$ cat config.mk
export PLATFORM = sky130hd
export DESIGN_NAME = text_to_integer_radix_unit_flat
export DESIGN_NICKNAME = d
export VERILOG_FILES = /design/src/rtl/tti_pkg.sv /design/src/rtl/tti_req_if.sv /design/src/rtl/tti_rsp_if.sv /design/src/rtl/tti_csr_if.sv /design/src/rtl/tti_step.sv /design/src/rtl/text_to_integer_radix_unit.sv /design/src/flat_wrapper.sv
export SDC_FILE = /design/constraint.sdc
export NUM_CORES = 1
export LEC_CHECK = 0
export BUFFER_PORTS_ARGS = -buffer_cell sky130_fd_sc_hd__buf_2
export CAP_MARGIN = 20
export CORE_AREA = 2 2 242 244
export DETAILED_ROUTE_END_ITERATION = 12
export DIE_AREA = 0 0 244 246
export GPL_TIMING_DRIVEN = 0
export SLEW_MARGIN = 20
export SYNTH_ARGS = -nofsm -noshare
export SYNTH_HDL_FRONTEND = slang
export SYNTH_SLANG_ARGS = --single-unit
$ cat constraint.sdc
create_clock -name clock -period 15.25 [get_ports clock]
set_input_delay 1.525 -clock clock [delete_from_list [all_inputs] [get_ports clock]]
set_output_delay 1.525 -clock clock [all_outputs]
set_load 0.005 [all_outputs]
$ cat src/rtl/tti_pkg.sv
// Shared types, constants and the digit decoder for the text-to-integer unit.
// Depends on nothing; every other file of the unit imports it.
`timescale 1ns / 1ps
package tti_pkg;

   localparam int VALUE_WIDTH_DEF = 64;
   localparam int MAX_LEN_DEF     = 4096;

   localparam int CHAR_WIDTH      = 8;
   localparam int RADIX_WIDTH     = 6;
   localparam int OFFSET_WIDTH    = 12;
   localparam int STATUS_WIDTH    = 2;
   localparam int CSR_INDEX_WIDTH = 4;
   localparam int CSR_DATA_WIDTH  = 8;
   localparam int RESULT_WIDTH    = 64;

   localparam logic [RADIX_WIDTH-1:0] RADIX_RESET = 6'd10;
   localparam logic [RADIX_WIDTH-1:0] RADIX_AUTO  = 6'd0;
   localparam logic [RADIX_WIDTH-1:0] RADIX_ONE   = 6'd1;
   localparam logic [RADIX_WIDTH-1:0] RADIX_DEC   = 6'd10;
   localparam logic [RADIX_WIDTH-1:0] RADIX_HEX   = 6'd16;
   localparam logic [RADIX_WIDTH-1:0] RADIX_MAX   = 6'd36;
   localparam logic [RADIX_WIDTH-1:0] NOT_DIGIT   = 6'd36;

   localparam logic [CHAR_WIDTH-1:0] CHAR_NUL     = 8'h00;
   localparam logic [CHAR_WIDTH-1:0] CHAR_SPACE   = 8'h20;
   localparam logic [CHAR_WIDTH-1:0] CHAR_TAB     = 8'h09;
   localparam logic [CHAR_WIDTH-1:0] CHAR_CR      = 8'h0D;
   localparam logic [CHAR_WIDTH-1:0] CHAR_CASE    = 8'h20;
   localparam logic [CHAR_WIDTH-1:0] CHAR_PLUS    = 8'h2B;
   localparam logic [CHAR_WIDTH-1:0] CHAR_MINUS   = 8'h2D;
   localparam logic [CHAR_WIDTH-1:0] CHAR_ZERO    = 8'h30;
   localparam logic [CHAR_WIDTH-1:0] CHAR_NINE    = 8'h39;
   localparam logic [CHAR_WIDTH-1:0] CHAR_A_LOWER = 8'h61;
   localparam logic [CHAR_WIDTH-1:0] CHAR_Z_LOWER = 8'h7A;
   localparam logic [CHAR_WIDTH-1:0] CHAR_X_UPPER = 8'h58;
   localparam logic [CHAR_WIDTH-1:0] CHAR_X_LOWER = 8'h78;

   typedef enum logic [CSR_INDEX_WIDTH-1:0] {
      CSR_RADIX    = 4'd0,
      CSR_UNSIGNED = 4'd1
   } csr_index_type;

   typedef enum logic [STATUS_WIDTH-1:0] {
      STAT_OK  = 2'd0,
      STAT_SAT = 2'd1,
      STAT_BAD = 2'd2
   } status_type;

   typedef enum logic [2:0] {
      PH_WS   = 3'd0,
      PH_SIGN = 3'd1,
      PH_LEAD = 3'd2,
      PH_X    = 3'd3,
      PH_DIG  = 3'd4,
      PH_DONE = 3'd5,
      PH_BAD  = 3'd6
   } phase_type;

   // Per-string control state handed between the step logic and its registers.
   typedef struct packed {
      phase_type                phase;
      logic                     negative;
      logic                     saturated;
      logic                     unsigned_mode;
      logic [RADIX_WIDTH-1:0]   active_radix;
   } ctl_type;

   // Digit value of a character, case folded; NOT_DIGIT for anything else.
   function automatic logic [RADIX_WIDTH-1:0] digit_of(input logic [CHAR_WIDTH-1:0] c);
      logic [CHAR_WIDTH-1:0] lc;
      logic [CHAR_WIDTH-1:0] diff;
      lc = c | CHAR_CASE;
      if (c >= CHAR_ZERO && c <= CHAR_NINE) begin
         diff = c - CHAR_ZERO;
         return diff[RADIX_WIDTH-1:0];
      end else if (lc >= CHAR_A_LOWER && lc <= CHAR_Z_LOWER) begin
         diff = lc - CHAR_A_LOWER + 8'd10;
         return diff[RADIX_WIDTH-1:0];
      end else begin
         return NOT_DIGIT;
      end
   endfunction

endpackage

$ cat src/rtl/tti_req_if.sv
// Character input channel: valid/ready handshake carrying one byte per beat.
// Uses tti_pkg for the character width.
`timescale 1ns / 1ps
interface tti_req_if import tti_pkg::*; ();
   logic                  valid;
   logic                  ready;
   logic [CHAR_WIDTH-1:0] char_code;

   modport source (output valid, output char_code, input ready);
   modport sink   (input valid, input char_code, output ready);
endinterface

$ cat src/rtl/tti_rsp_if.sv
// Result channel: valid/ready handshake carrying value, end offset and status.
// Uses tti_pkg for the field widths.
`timescale 1ns / 1ps
interface tti_rsp_if import tti_pkg::*; ();
   logic                    valid;
   logic                    ready;
   logic [RESULT_WIDTH-1:0] value;
   logic [OFFSET_WIDTH-1:0] end_offset;
   logic [STATUS_WIDTH-1:0] status;

   modport source (output valid, output value, output end_offset, output status, input ready);
   modport sink   (input valid, input value, input end_offset, input status, output ready);
endinterface

$ cat src/rtl/tti_csr_if.sv
// Configuration write channel: valid/ready handshake with register index and data.
// Uses tti_pkg for the field widths.
`timescale 1ns / 1ps
interface tti_csr_if import tti_pkg::*; ();
   logic                       valid;
   logic                       ready;
   logic [CSR_INDEX_WIDTH-1:0] index;
   logic [CSR_DATA_WIDTH-1:0]  data;

   modport source (output valid, output index, output data, input ready);
   modport sink   (input valid, input index, input data, output ready);
endinterface

$ cat src/rtl/tti_step.sv
// Next-state and result logic for one character of the string.
// Purely combinational; uses tti_pkg types, constants and digit_of.
`timescale 1ns / 1ps
module tti_step import tti_pkg::*; #(
   parameter int VALUE_WIDTH = VALUE_WIDTH_DEF,
   parameter int MAX_LEN     = MAX_LEN_DEF,
   localparam int POS_WIDTH  = $clog2(MAX_LEN)
) (
   input  logic [CHAR_WIDTH-1:0]   char_code,
   input  logic [RADIX_WIDTH-1:0]  cfg_radix,
   input  logic                    cfg_unsigned,
   input  ctl_type                 ctl_cur,
   input  logic [VALUE_WIDTH-1:0]  acc_cur,
   input  logic [POS_WIDTH-1:0]    pos_cur,
   input  logic [POS_WIDTH-1:0]    stop_cur,
   output ctl_type                 ctl_next,
   output logic [VALUE_WIDTH-1:0]  acc_next,
   output logic [POS_WIDTH-1:0]    pos_next,
   output logic [POS_WIDTH-1:0]    stop_next,
   output logic                    is_end,
   output logic [RESULT_WIDTH-1:0] res_value,
   output logic [OFFSET_WIDTH-1:0] res_offset,
   output status_type              res_status
);

   localparam logic [POS_WIDTH-1:0] POS_LAST = POS_WIDTH'(MAX_LEN - 1);
   localparam int SUM_WIDTH = VALUE_WIDTH + RADIX_WIDTH + 1;

   ctl_type                        ctl;
   logic                           done;
   logic                           is_space;
   logic [POS_WIDTH-1:0]           pos_inc;
   logic [RADIX_WIDTH-1:0]         digit;
   logic [VALUE_WIDTH-1:0]         limit;
   logic [VALUE_WIDTH+RADIX_WIDTH-1:0] product;
   logic [SUM_WIDTH-1:0]           sum;
   logic [VALUE_WIDTH-1:0]         signed_val;
   logic [POS_WIDTH+OFFSET_WIDTH-1:0] stop_wide;
   logic [VALUE_WIDTH-1:0]         acc_work;
   logic [POS_WIDTH-1:0]           stop_work;

   assign pos_inc  = (pos_cur < POS_LAST) ? pos_cur + 1'b1 : pos_cur;
   assign is_space = (char_code == CHAR_SPACE) ||
                     (char_code >= CHAR_TAB && char_code <= CHAR_CR);
   assign digit    = digit_of(char_code);
   assign is_end   = (char_code == CHAR_NUL);

   always_comb begin
      ctl = ctl_cur;
      // The first byte of a string picks up the configuration.
      if (pos_cur == '0) begin
         ctl.active_radix  = cfg_radix;
         ctl.unsigned_mode = cfg_unsigned;
         if (cfg_radix == RADIX_ONE || cfg_radix > RADIX_MAX) begin
            ctl.phase = PH_BAD;
         end
      end

      // Result on the terminating byte.
      signed_val = ctl.negative ? (VALUE_WIDTH'(0) - acc_cur) : acc_cur;
      stop_wide  = {{OFFSET_WIDTH{1'b0}}, stop_cur};
      if (ctl.phase == PH_BAD) begin
         res_value  = '0;
         res_offset = '0;
         res_status = STAT_BAD;
      end else begin
         res_value  = RESULT_WIDTH'(signed_val);
         res_offset = stop_wide[OFFSET_WIDTH-1:0];
         res_status = ctl.saturated ? STAT_SAT : STAT_OK;
      end

      // Walk the phases; a phase that does not consume the byte falls through.
      done      = 1'b0;
      acc_work  = acc_cur;
      stop_work = stop_cur;
      if (ctl.phase == PH_WS) begin
         if (is_space) begin
            done = 1'b1;
         end else begin
            ctl.phase = PH_SIGN;
         end
      end
      if (!done && ctl.phase == PH_SIGN) begin
         ctl.phase = PH_LEAD;
         if (!ctl.unsigned_mode && (char_code == CHAR_PLUS || char_code == CHAR_MINUS)) begin
            ctl.negative = (char_code == CHAR_MINUS);
            done = 1'b1;
         end
      end
      if (!done && ctl.phase == PH_LEAD) begin
         if ((ctl.active_radix == RADIX_AUTO || ctl.active_radix == RADIX_HEX) &&
             char_code == CHAR_ZERO) begin
            stop_work = pos_inc;
            ctl.phase = PH_X;
            done      = 1'b1;
         end else begin
            if (ctl.active_radix == RADIX_AUTO) begin
               ctl.active_radix = RADIX_DEC;
            end
            ctl.phase = PH_DIG;
         end
      end
      if (!done && ctl.phase == PH_X) begin
         if (char_code == CHAR_X_LOWER || char_code == CHAR_X_UPPER) begin
            ctl.active_radix = RADIX_HEX;
            done = 1'b1;
         end else if (ctl.active_radix == RADIX_AUTO) begin
            ctl.active_radix = RADIX_DEC;
         end
         ctl.phase = PH_DIG;
      end

      // Saturation bound for the current sign and mode.
      if (ctl.unsigned_mode) begin
         limit = '1;
      end else if (ctl.negative) begin
         limit = {1'b1, {(VALUE_WIDTH-1){1'b0}}};
      end else begin
         limit = {1'b0, {(VALUE_WIDTH-1){1'b1}}};
      end
      product = (VALUE_WIDTH+RADIX_WIDTH)'(acc_cur) * (VALUE_WIDTH+RADIX_WIDTH)'(ctl.active_radix);
      sum     = SUM_WIDTH'(product) + SUM_WIDTH'(digit);

      if (!done && ctl.phase == PH_DIG) begin
         if (digit < ctl.active_radix) begin
            if (sum > SUM_WIDTH'(limit)) begin
               acc_work      = limit;
               ctl.saturated = 1'b1;
            end else begin
               acc_work = sum[VALUE_WIDTH-1:0];
            end
            stop_work = pos_inc;
         end else begin
            ctl.phase = PH_DONE;
         end
      end

      // Terminating byte: clear for the next string.
      if (is_end) begin
         ctl_next.phase         = PH_WS;
         ctl_next.negative      = 1'b0;
         ctl_next.saturated     = 1'b0;
         ctl_next.unsigned_mode = 1'b0;
         ctl_next.active_radix  = RADIX_AUTO;
         acc_next  = '0;
         pos_next  = '0;
         stop_next = '0;
      end else begin
         ctl_next  = ctl;
         acc_next  = acc_work;
         pos_next  = pos_inc;
         stop_next = stop_work;
      end
   end

endmodule

$ cat src/rtl/text_to_integer_radix_unit.sv
// A terminating NUL beat goes from the input register into the result register and
// leaves as a result beat. Throughput: one character per cycle unless a NUL waits on
// a full result slot; the multiply-add in the step logic between the input register
// and the per-string state is the only path of note.
// Reset (synchronous, active high): radix 10, signed mode, both channels empty.
// Depends on tti_pkg, tti_req_if, tti_rsp_if, tti_csr_if and tti_step.
`timescale 1ns / 1ps
module text_to_integer_radix_unit import tti_pkg::*; #(
   parameter int VALUE_WIDTH = VALUE_WIDTH_DEF,
   parameter int MAX_LEN     = MAX_LEN_DEF
) (
   input logic         clock,
   input logic         reset,
   tti_req_if.sink     req_bus,
   tti_rsp_if.source   rsp_bus,
   tti_csr_if.sink     csr_bus
);

   localparam int POS_WIDTH = $clog2(MAX_LEN);

   // Configuration registers.
   logic [RADIX_WIDTH-1:0] radix_ff, radix_in;
   logic                   unsigned_ff, unsigned_in;

   // Input register: holds one character beat.
   logic                   in_valid_ff, in_valid_in;
   logic [CHAR_WIDTH-1:0]  in_char_ff, in_char_in;

   // Per-string state.
   ctl_type                ctl_ff, ctl_in;
   logic [VALUE_WIDTH-1:0] acc_ff, acc_in;
   logic [POS_WIDTH-1:0]   pos_ff, pos_in;
   logic [POS_WIDTH-1:0]   stop_ff, stop_in;

   // Result register.
   logic                    rsp_valid_ff, rsp_valid_in;
   logic [RESULT_WIDTH-1:0] rsp_value_ff, rsp_value_in;
   logic [OFFSET_WIDTH-1:0] rsp_offset_ff, rsp_offset_in;
   status_type              rsp_status_ff, rsp_status_in;

   // Step logic outputs.
   ctl_type                 step_ctl;
   logic [VALUE_WIDTH-1:0]  step_acc;
   logic [POS_WIDTH-1:0]    step_pos;
   logic [POS_WIDTH-1:0]    step_stop;
   logic                    step_end;
   logic [RESULT_WIDTH-1:0] step_value;
   logic [OFFSET_WIDTH-1:0] step_offset;
   status_type              step_status;

   logic out_free;
   logic advance;
   logic take_req;

   tti_step #(
      .VALUE_WIDTH (VALUE_WIDTH),
      .MAX_LEN     (MAX_LEN)
   ) u_step (
      .char_code    (in_char_ff),
      .cfg_radix    (radix_ff),
      .cfg_unsigned (unsigned_ff),
      .ctl_cur      (ctl_ff),
      .acc_cur      (acc_ff),
      .pos_cur      (pos_ff),
      .stop_cur     (stop_ff),
      .ctl_next     (step_ctl),
      .acc_next     (step_acc),
      .pos_next     (step_pos),
      .stop_next    (step_stop),
      .is_end       (step_end),
      .res_value    (step_value),
      .res_offset   (step_offset),
      .res_status   (step_status)
   );

   // The result slot frees up when empty or when its beat is taken this cycle.
   assign out_free = !rsp_valid_ff || rsp_bus.ready;
   // A held character advances unless it is a NUL waiting on a full result slot.
   assign advance  = in_valid_ff && (!step_end || out_free);
   // Take a new beat whenever the held one leaves, so characters stream back to back.
   assign take_req = req_bus.valid && req_bus.ready;

   assign req_bus.ready      = !in_valid_ff || advance;
   assign csr_bus.ready      = 1'b1;
   assign rsp_bus.valid      = rsp_valid_ff;
   assign rsp_bus.value      = rsp_value_ff;
   assign rsp_bus.end_offset = rsp_offset_ff;
   assign rsp_bus.status     = rsp_status_ff;

   // Configuration writes; indexes past the list are dropped.
   always_comb begin
      radix_in    = radix_ff;
      unsigned_in = unsigned_ff;
      if (csr_bus.valid) begin
         unique case (csr_bus.index)
            CSR_RADIX:    radix_in    = csr_bus.data[RADIX_WIDTH-1:0];
            CSR_UNSIGNED: unsigned_in = csr_bus.data[0];
            default:      ;
         endcase
      end
   end

   // Input register: load on a taken beat, drop once the held one advances.
   always_comb begin
      in_char_in  = take_req ? req_bus.char_code : in_char_ff;
      in_valid_in = take_req || (in_valid_ff && !advance);
   end

   // Per-string state: advance with every processed character.
   always_comb begin
      ctl_in  = advance ? step_ctl  : ctl_ff;
      acc_in  = advance ? step_acc  : acc_ff;
      pos_in  = advance ? step_pos  : pos_ff;
      stop_in = advance ? step_stop : stop_ff;
   end

   // Result register: load on NUL, clear the valid once the beat is taken.
   always_comb begin
      rsp_value_in  = rsp_value_ff;
      rsp_offset_in = rsp_offset_ff;
      rsp_status_in = rsp_status_ff;
      rsp_valid_in  = rsp_valid_ff && !rsp_bus.ready;
      if (advance && step_end) begin
         rsp_value_in  = step_value;
         rsp_offset_in = step_offset;
         rsp_status_in = step_status;
         rsp_valid_in  = 1'b1;
      end
   end

   always_ff @(posedge clock) begin
      if (reset) begin
         radix_ff              <= RADIX_RESET;
         unsigned_ff           <= 1'b0;
         in_valid_ff           <= 1'b0;
         rsp_valid_ff          <= 1'b0;
         ctl_ff.phase          <= PH_WS;
         ctl_ff.negative       <= 1'b0;
         ctl_ff.saturated      <= 1'b0;
         ctl_ff.unsigned_mode  <= 1'b0;
         ctl_ff.active_radix   <= RADIX_AUTO;
         acc_ff                <= '0;
         pos_ff                <= '0;
         stop_ff               <= '0;
      end else begin
         radix_ff     <= radix_in;
         unsigned_ff  <= unsigned_in;
         in_valid_ff  <= in_valid_in;
         rsp_valid_ff <= rsp_valid_in;
         ctl_ff       <= ctl_in;
         acc_ff       <= acc_in;
         pos_ff       <= pos_in;
         stop_ff      <= stop_in;
      end
   end

   // Payload registers: no reset needed.
   always_ff @(posedge clock) begin
      in_char_ff    <= in_char_in;
      rsp_value_ff  <= rsp_value_in;
      rsp_offset_ff <= rsp_offset_in;
      rsp_status_ff <= rsp_status_in;
   end

   // The stop point never runs ahead of the character position.
   a_stop_le_pos: assert property (@(posedge clock) disable iff (reset)
      stop_ff <= pos_ff)
      else $error("stop position ahead of character position");

   // A bad radix never accumulates digits.
   a_bad_no_acc: assert property (@(posedge clock) disable iff (reset)
      (ctl_ff.phase == PH_BAD) |-> (acc_ff == '0))
      else $error("accumulator moved under an invalid radix");

   // A processed NUL produces a result and rewinds the position.
   a_end_rewinds: assert property (@(posedge clock) disable iff (reset)
      (advance && step_end) |=> (rsp_valid_ff && pos_ff == '0))
      else $error("terminator did not produce a result or rewind");

   // Invalid radix results carry zero value and offset.
   a_bad_zero: assert property (@(posedge clock) disable iff (reset)
      (rsp_valid_ff && rsp_status_ff == STAT_BAD) |->
         (rsp_value_ff == '0 && rsp_offset_ff == '0))
      else $error("invalid radix result is not zero");

endmodule

$ cat src/flat_wrapper.sv
// flat-port wrapper written by rule: the top's interface ports become plain ports
module text_to_integer_radix_unit_flat import tti_pkg::*;
#(
   parameter int VALUE_WIDTH = VALUE_WIDTH_DEF,
   parameter int MAX_LEN     = MAX_LEN_DEF
)
  (clock, reset, req_bus_valid, req_bus_char_code, req_bus_ready, rsp_bus_valid, rsp_bus_value, rsp_bus_end_offset, rsp_bus_status, rsp_bus_ready, csr_bus_valid, csr_bus_index, csr_bus_data, csr_bus_ready);
  tti_req_if req_bus_i ();
  tti_rsp_if rsp_bus_i ();
  tti_csr_if csr_bus_i ();
  input logic clock;
  input logic reset;
  input wire logic [$bits(req_bus_i.valid)-1:0] req_bus_valid;
  input wire logic [$bits(req_bus_i.char_code)-1:0] req_bus_char_code;
  output wire logic [$bits(req_bus_i.ready)-1:0] req_bus_ready;
  output wire logic [$bits(rsp_bus_i.valid)-1:0] rsp_bus_valid;
  output wire logic [$bits(rsp_bus_i.value)-1:0] rsp_bus_value;
  output wire logic [$bits(rsp_bus_i.end_offset)-1:0] rsp_bus_end_offset;
  output wire logic [$bits(rsp_bus_i.status)-1:0] rsp_bus_status;
  input wire logic [$bits(rsp_bus_i.ready)-1:0] rsp_bus_ready;
  input wire logic [$bits(csr_bus_i.valid)-1:0] csr_bus_valid;
  input wire logic [$bits(csr_bus_i.index)-1:0] csr_bus_index;
  input wire logic [$bits(csr_bus_i.data)-1:0] csr_bus_data;
  output wire logic [$bits(csr_bus_i.ready)-1:0] csr_bus_ready;
  assign req_bus_i.valid = req_bus_valid;
  assign req_bus_i.char_code = req_bus_char_code;
  assign req_bus_ready = req_bus_i.ready;
  assign rsp_bus_valid = rsp_bus_i.valid;
  assign rsp_bus_value = rsp_bus_i.value;
  assign rsp_bus_end_offset = rsp_bus_i.end_offset;
  assign rsp_bus_status = rsp_bus_i.status;
  assign rsp_bus_i.ready = rsp_bus_ready;
  assign csr_bus_i.valid = csr_bus_valid;
  assign csr_bus_i.index = csr_bus_index;
  assign csr_bus_i.data = csr_bus_data;
  assign csr_bus_ready = csr_bus_i.ready;
  text_to_integer_radix_unit #(.VALUE_WIDTH(VALUE_WIDTH), .MAX_LEN(MAX_LEN)) u_core (.clock(clock), .reset(reset), .req_bus(req_bus_i), .rsp_bus(rsp_bus_i), .csr_bus(csr_bus_i));
endmodule
==> metrics.cfg, run 1 <==
[critical_path]
end_kind = register
reg2reg_setup_slack_ns = 1.08
worstPathMaxFanout = 10
crit_type = register to register
critical_path.startpoint_type = register
slowest_stage = clkbuf_1
cp_common_cell = ha_1
max_stage_delay_ns = 0.82
cp.buffers_inverters = 7
crit_arrival_ns = 14.62
crit_family = simple AND/OR/NAND/NOR gates
required_ns = 15.70

[floorplan]
die_h_um = 246
ioPinCount = 106
die_w_um = 244
fp-row-count = 88
dieArea_um2 = 60000
initial_utilization_pct = 41.7
core_um2 = 57400

[flow_run]
drv_cap = 0

[yosys]
yosysSeqAreaShare_pct = 19.9
synthesis.nets = 3207
synth_top_area_cell = fa_1
yosysTopAreaCellShare_pct = 21.1
synthDistinctLibCells = 77
yosys_warnings = 0
synth_edf_count = 86
ys.flop_type = dfxtp_1
netlist_area_um2 = 23900
synth_area_leaders = fa_1 (21%), ha_1 (12%), edfxtp_1 (11%)
synth-seq-cells = 195
syn_area_per_cell_um2 = 8.86
synthCells = 2701
async_flop_share_pct = 0

[clock_tree]
cts_max_level = 4
cts_hold_buf = 0
clkTransAtPathRegs_ns = 0.09
cts_resized = 0
clockBufferDepth = 2
root_buffer = clkbuf_16
cts_sinks = 195
cts_buffers = 17
post_cts_buffers = 0
cts_tree = yes
clock_latency_ns = 0.53

[global_routing]
grt_util_met3_pct = 4.29
met2_usage_pct = 42.0
grt_usage_pct = 26.0
antenna_found_initial = 3
grt_max_degree = 64
top_usage_layer = met2
grt-ovfl-total = 0
grt_util_met1_pct = 35.5
grt_pass1_vias = 21000
grt_pass1_wl_um = 121000

[cells_and_area]
num-fill-cells = 5620
fin_cells = 3609
syn2layout_area_growth_pct = 9.63
layout.nets = 3336
drive_above_1_share_pct = 6.75

[sta]
slew_violations = 0
rsz0062_at_grt = no
slew_headroom_pct = 21.5
tightestPinTransition_ns = 1.18
skew_ns = 0.0209
final.min_clock_period_ns = 14.17
setup_tns_ns = 0
whs_ns = 0.457
hold_viol = 0
setup_viol = 0
fmax_mhz = 70.6
fin_crit_sh_pct = 92.9

[route]
via_count = 20600
drt-wirelength-per-cell_um = 21.1
drtPass1Iterations = 5
drt-initial-drc-count = 1613
vias_per_cell = 5.72
ant_nets = 0
wl_um = 76200
drc = 0

[placement]
globalplace.congestion = 0.963
placed_cells = 3575
dp_hpwl_um = 60400
portBuffers = 102

[power]
pwr-share-clk_pct = 43.3
p_int_mw = 0.813
p_comb_share_pct = 10.6
power.density_nw_per_um2 = 45.5
peakVddDrop_uv = 86.7
switching_share_pct = 31.9
p_sw_mw = 0.381
p_seq_share_pct = 46.1
p_leak_nw = 12.7

[hold_path]
hold_class = register to register

[status]
status = complete, no violations

==> area by class of cell <==
class	count	area (um^2)	area share, %
clock buffer	17	425	1.62
clock inverter	15	233	0.887
buffer	187	769	2.93
tap	765	957	3.65
sequential	195	4760	18.2
multi-input combinational	2107	17600	67.2
inverter	212	796	3.03
antenna	1	2.50	0.00954
timing repair buffer	110	654	2.50
==> kinds of logic after synthesis <==
kind of cell               after synthesis  share of synthesized area [%]
DFF                                    195                           19.9
muxes                                   14                          0.591
AOI/OAI and AO/OA                      521                           14.7
and+or+nand+nor                        956                           20.3
adders and majority gates              481                           33.1
buffers and inverters                  399                           6.53
other                                    1                         0.0157
xor gates and xnor gates               134                           4.91
==> registers in the layout (all words and copies together), names as in the netlist <==
register / flops
u_core.in_valid_ff: 1
u_core.pos_ff: 12
u_core.in_char_ff: 8
u_core.rsp_bus.status: 2
u_core.rsp_bus.end_offset: 12
u_core.ctl_ff: 12
u_core.rsp_bus.value: 64
u_core.rsp_bus.valid: 1
u_core.acc_ff: 64
u_core.unsigned_ff: 1
u_core.stop_ff: 12
u_core.radix_ff: 6
==> cells in the final DEF (no fill, tap or decap), types with 9 or more instances in the layout <==
cell type	instances
dfxtp_1	109
a211o_1	10
and3_1	16
o21ai_0	109
or2_2	13
nor3_1	34
edfxtp_1	86
or3_1	19
a21o_1	36
o21a_1	14
fa_1	252
nand2b_1	16
nor4_1	14
xor2_1	89
mux2i_1	13
o211ai_1	9
buf_6	9
nor2_1	173
a31oi_1	21
a221o_1	63
xnor2_1	45
nand2_1	280
nand3_1	33
a21oi_1	144
clkbuf_1	159
buf_2	111
and2_1	253
clkbuf_16	17
ha_1	229
o41ai_1	13
nand4_1	48
or4_1	17
o21bai_1	9
a22oi_1	15
inv_1	212
o31ai_1	20
nor2b_1	11
==> power by group through the flow <==
| stage | sequential [mW] | combinational, mW | clock, mW |
|---|---|---|---|
| after CTS | 0.550 | 0.124 | 0.527 |
| after global placement | 0.562 | 0.120 | 0 |
| after floorplan | 0.560 | 0.0750 | 0 |
| after detailed placement | 0.562 | 0.123 | 0 |
| final | 0.550 | 0.126 | 0.517 |
| after global routing | 0.551 | 0.137 | 0.544 |
==> tightest hold or removal path, cell delays in order (launching register included) <==
cell and delay (ns):
dfxtp_1 0.33, nand2_1 0.04, o21ai_0 0.05
==> cell usage after synthesis (all sizes together), types with 11 or more instances <==
master / n
a21o: 36
a21oi: 144
a221o: 63
a22oi: 15
a31oi: 21
and2: 254
and3: 16
buf: 22
clkbuf: 165
dfxtp: 109
edfxtp: 86
fa: 252
ha: 229
inv: 212
mux2i: 13
nand2: 280
nand2b: 16
nand3: 33
nand4: 48
nor2: 176
nor2b: 11
nor3: 35
nor4: 15
o21a: 14
o21ai: 111
o31ai: 21
o41ai: 13
or2: 13
or3: 19
or4: 18
xnor2: 45
xor2: 89
==> final timing paths <==
| kind | start | endpoint | depth (start not counted) |
|---|---|---|---|
| worst max register to register | u_core.pos_ff[0] | u_core.acc_ff[59] | 43 |
| worst max-delay path | u_core.pos_ff[0] | u_core.acc_ff[59] | 43 |
| worst min register to register | u_core.stop_ff[10] | u_core.stop_ff[10] | 2 |
| worst min-delay path | u_core.stop_ff[10] | u_core.stop_ff[10] | 2 |
==> per-layer routing <==
layer | up-vias | routed length [um]
li1 | 9508 | -
met1 | 10300 | 34200
met2 | 710 | 34900
met3 | 107 | 4770
met4 | 0 | 2230
met5 | - | 0
==> through the flow <==
stage	total power, mW	util (%)	cell area [um^2]	worst slack, ns
2_1_floorplan	0.635	-	23900	4.56
3_3_place_gp	0.682	44.3	25400	0.991
3_5_place_dp	0.685	44.5	25600	1.33
4_1_cts	1.20	45.7	26200	1.24
5_1_grt	1.23	45.7	26200	0.546
6_report	1.19	45.7	26200	1.08
Power figures use the tool's default switching activity.
==> inputs of run 2 (changes only) <==
Settings changed: CORE_AREA 2 2 242 244 to 2 2 265 189, DIE_AREA 0 0 244 246 to 0 0 267 191, PLACE_DENSITY set to 0.66.
==> metrics.cfg, run 2 (synthesis results as in run 1) <==
[status]
status = complete, no violations

[clock_tree]
root_buffer = clkbuf_16
cts_resized = 0  ; unchanged
cts_hold_buf = 0  ; unchanged
clkTransAtPathRegs_ns = 0.08  ; about the same
cts_buffers = 17  ; unchanged
clock_latency_ns = 0.45  ; -0.08 ns
cts_max_level = 4  ; unchanged
cts_sinks = 195  ; unchanged
clockBufferDepth = 2  ; unchanged
cts_tree = yes

[route]
wl_um = 75600  ; -0.75%
drtPass1Iterations = 5  ; unchanged
drt-wirelength-per-cell_um = 21.5  ; +2.0%
vias_per_cell = 5.96  ; +4.2%
drt-initial-drc-count = 2186  ; +36%
ant_nets = 0  ; unchanged
via_count = 20900  ; +1.4%
drc = 0  ; unchanged

[critical_path]
cp.depth = 40  ; -7.0%
rr_worst_depth = 40  ; -7.0%
worstPathMaxFanout = 10  ; unchanged
critical_path.startpoint_type = register
worstReg2RegStart = u_core.in_char_ff[0]
reg2reg_setup_slack_ns = 0.99  ; -0.09 ns
r2r-end = u_core.acc_ff[45]
cp.buffers_inverters = 7  ; unchanged
end_kind = register
crit_type = register to register
slowest_stage = clkbuf_1
crit_family = simple AND/OR/NAND/NOR gates
max_stage_delay_ns = 0.84  ; +0.02 ns
required_ns = 15.58  ; -0.12 ns
crit_arrival_ns = 14.59  ; -0.03 ns

[cells_and_area]
multi_input_area_um2 = 17600  ; about the same
drive_above_1_share_pct = 6.61  ; -0.14 points
regArea_um2 = 4760  ; unchanged
layout.nets = 3336  ; unchanged
final_cell_mix = nand2_1 (280), and2_1 (253), fa_1 (252)
mostFrequentLayoutCell = nand2_1
num-fill-cells = 4498  ; -20%
syn2layout_area_growth_pct = 8.83

[floorplan]
initial_utilization_pct = 49.2  ; +7.5 points
die_w_um = 267  ; +9.4%
die_h_um = 191  ; -22%
fp-row-count = 68  ; -23%
ioPinCount = 106  ; unchanged
core_um2 = 48600  ; -15%
dieArea_um2 = 51000  ; -15%

[sta]
tightestPinTransition_ns = 1.23  ; +0.0486 ns
fmax_mhz = 70.1  ; -0.65%
final.min_clock_period_ns = 14.26  ; +0.0930 ns
setup_tns_ns = 0  ; unchanged
fin_crit_sh_pct = 93.5  ; +0.61 points
setup_viol = 0  ; unchanged
hold_viol = 0  ; unchanged
slew_headroom_pct = 18.3  ; -3.2 points
skew_ns = 0.0174  ; -0.00342 ns
slew_violations = 0  ; unchanged
rsz0062_at_grt = no

[global_routing]
grt_pass1_vias = 20500  ; -2.3%
antenna_found_initial = 3  ; unchanged
grt-ovfl-total = 0  ; unchanged
grt_max_degree = 65  ; +1.6%
grt_pass1_wl_um = 118000  ; -2.6%
grt_usage_pct = 30.0  ; +4.0 points

[placement]
globalplace.congestion = 0.979  ; +1.7%
portBuffers = 102  ; unchanged
dp_hpwl_um = 61200  ; +1.3%

[power]
power.density_nw_per_um2 = 44.1  ; -3.1%
p_leak_nw = 12.7  ; -0.30%
totalPowerFinal_mw = 1.15  ; -3.8%
peakVddDrop_uv = 56.9  ; -34%

[flow_run]
drv_cap = 0  ; unchanged

[hold_path]
hold_start = u_core.stop_ff[9]
holdPathEnd = u_core.stop_ff[9]
hold_depth = 1  ; -1
hold_class = register to register

==> run 2: cell types whose count changed in the layout (fill, tap and decap cells not counted), moves of 2 or more <==
| cell | change |
|---|---|
| inv_12 | -4 |
| clkbuf_1 | +3 |
| clkbuf_2 | -3 |
| inv_6 | +3 |
| buf_4 | +2 |
| buf_6 | -2 |
| diode_2 | +2 |
==> run 2: worst reg2reg max path, delay by kind of cell (launching register included) <==
| kind | cells | cell delay (ns) |
|---|---|---|
| simple gates | 15 | 4.59 |
| compound gates | 10 | 3.35 |
| fa+ha+maj | 7 | 3.11 |
| buf+inv | 7 | 2.25 |
| flops | 1 | 0.52 |
| xor+xnor | 1 | 0.31 |
==> run 2: power breakdown <==
group / switching, mW / total [mW] / internal [mW] / leakage [nW]
clock network: 0.248 / 0.472 / 0.224 / 0.291
registers: 0.00450 / 0.550 / 0.545 / 1.69
logic: 0.0909 / 0.126 / 0.0354 / 10.7
==> run 2: layout make-up <==
class                           count  area share (%)
Multi-Input combinational cell   2107            67.7
Tap cell                          665            3.20
Inverter                          212            3.06
Antenna cell                        3          0.0288
Buffer                            187            2.94
Clock inverter                     15           0.711
Clock buffer                       17            1.63
Timing Repair Buffer              110            2.46
Sequential cell                   195            18.3
==> run 2: how the worst max path moves through the flow <==
stage,startpoint,end,slack (ns)
2_1_floorplan,u_core.pos_ff[0],u_core.acc_ff[56],4.56
3_3_place_gp,u_core.pos_ff[0],u_core.acc_ff[45],0.54
3_5_place_dp,u_core.in_char_ff[0],u_core.acc_ff[45],0.89
4_1_cts,u_core.in_char_ff[0],u_core.acc_ff[45],0.79
5_1_grt,u_core.pos_ff[0],u_core.acc_ff[45],0.36
6_report,u_core.in_char_ff[0],u_core.acc_ff[45],0.99
==> run 2: per-stage QoR <==
stage	instance area [um^2]	setup slack, ns	hold slack, ns	util [%]	std cells
floorplan	23900	4.56	0.417	-	2701
global placement	25300	0.539	0.436	52.0	3468
detailed placement	25400	0.885	0.440	52.2	3473
CTS	26000	0.794	0.459	53.5	3505
global route	26000	0.360	0.488	53.6	3508
finish	26000	0.988	0.459	53.6	3511
==> run 2: per-layer routing <==
metal | track usage (%) | vias up | share of wire (%)
li1 | - | 9502 | -
met1 | 46.0 | 10300 | 47
met2 | 42.3 | 1004 | 40
met3 | 6.39 | 86 | 11
met4 | 8.08 | 0 | 2.3
met5 | 0 | - | 0
==> run 2: what timing repair did <==
action                                  in CTS  in global routing
setup buffers                                0                  2
hold endpoints to repair                     0                  0
endpoints found under the setup margin       0                 10
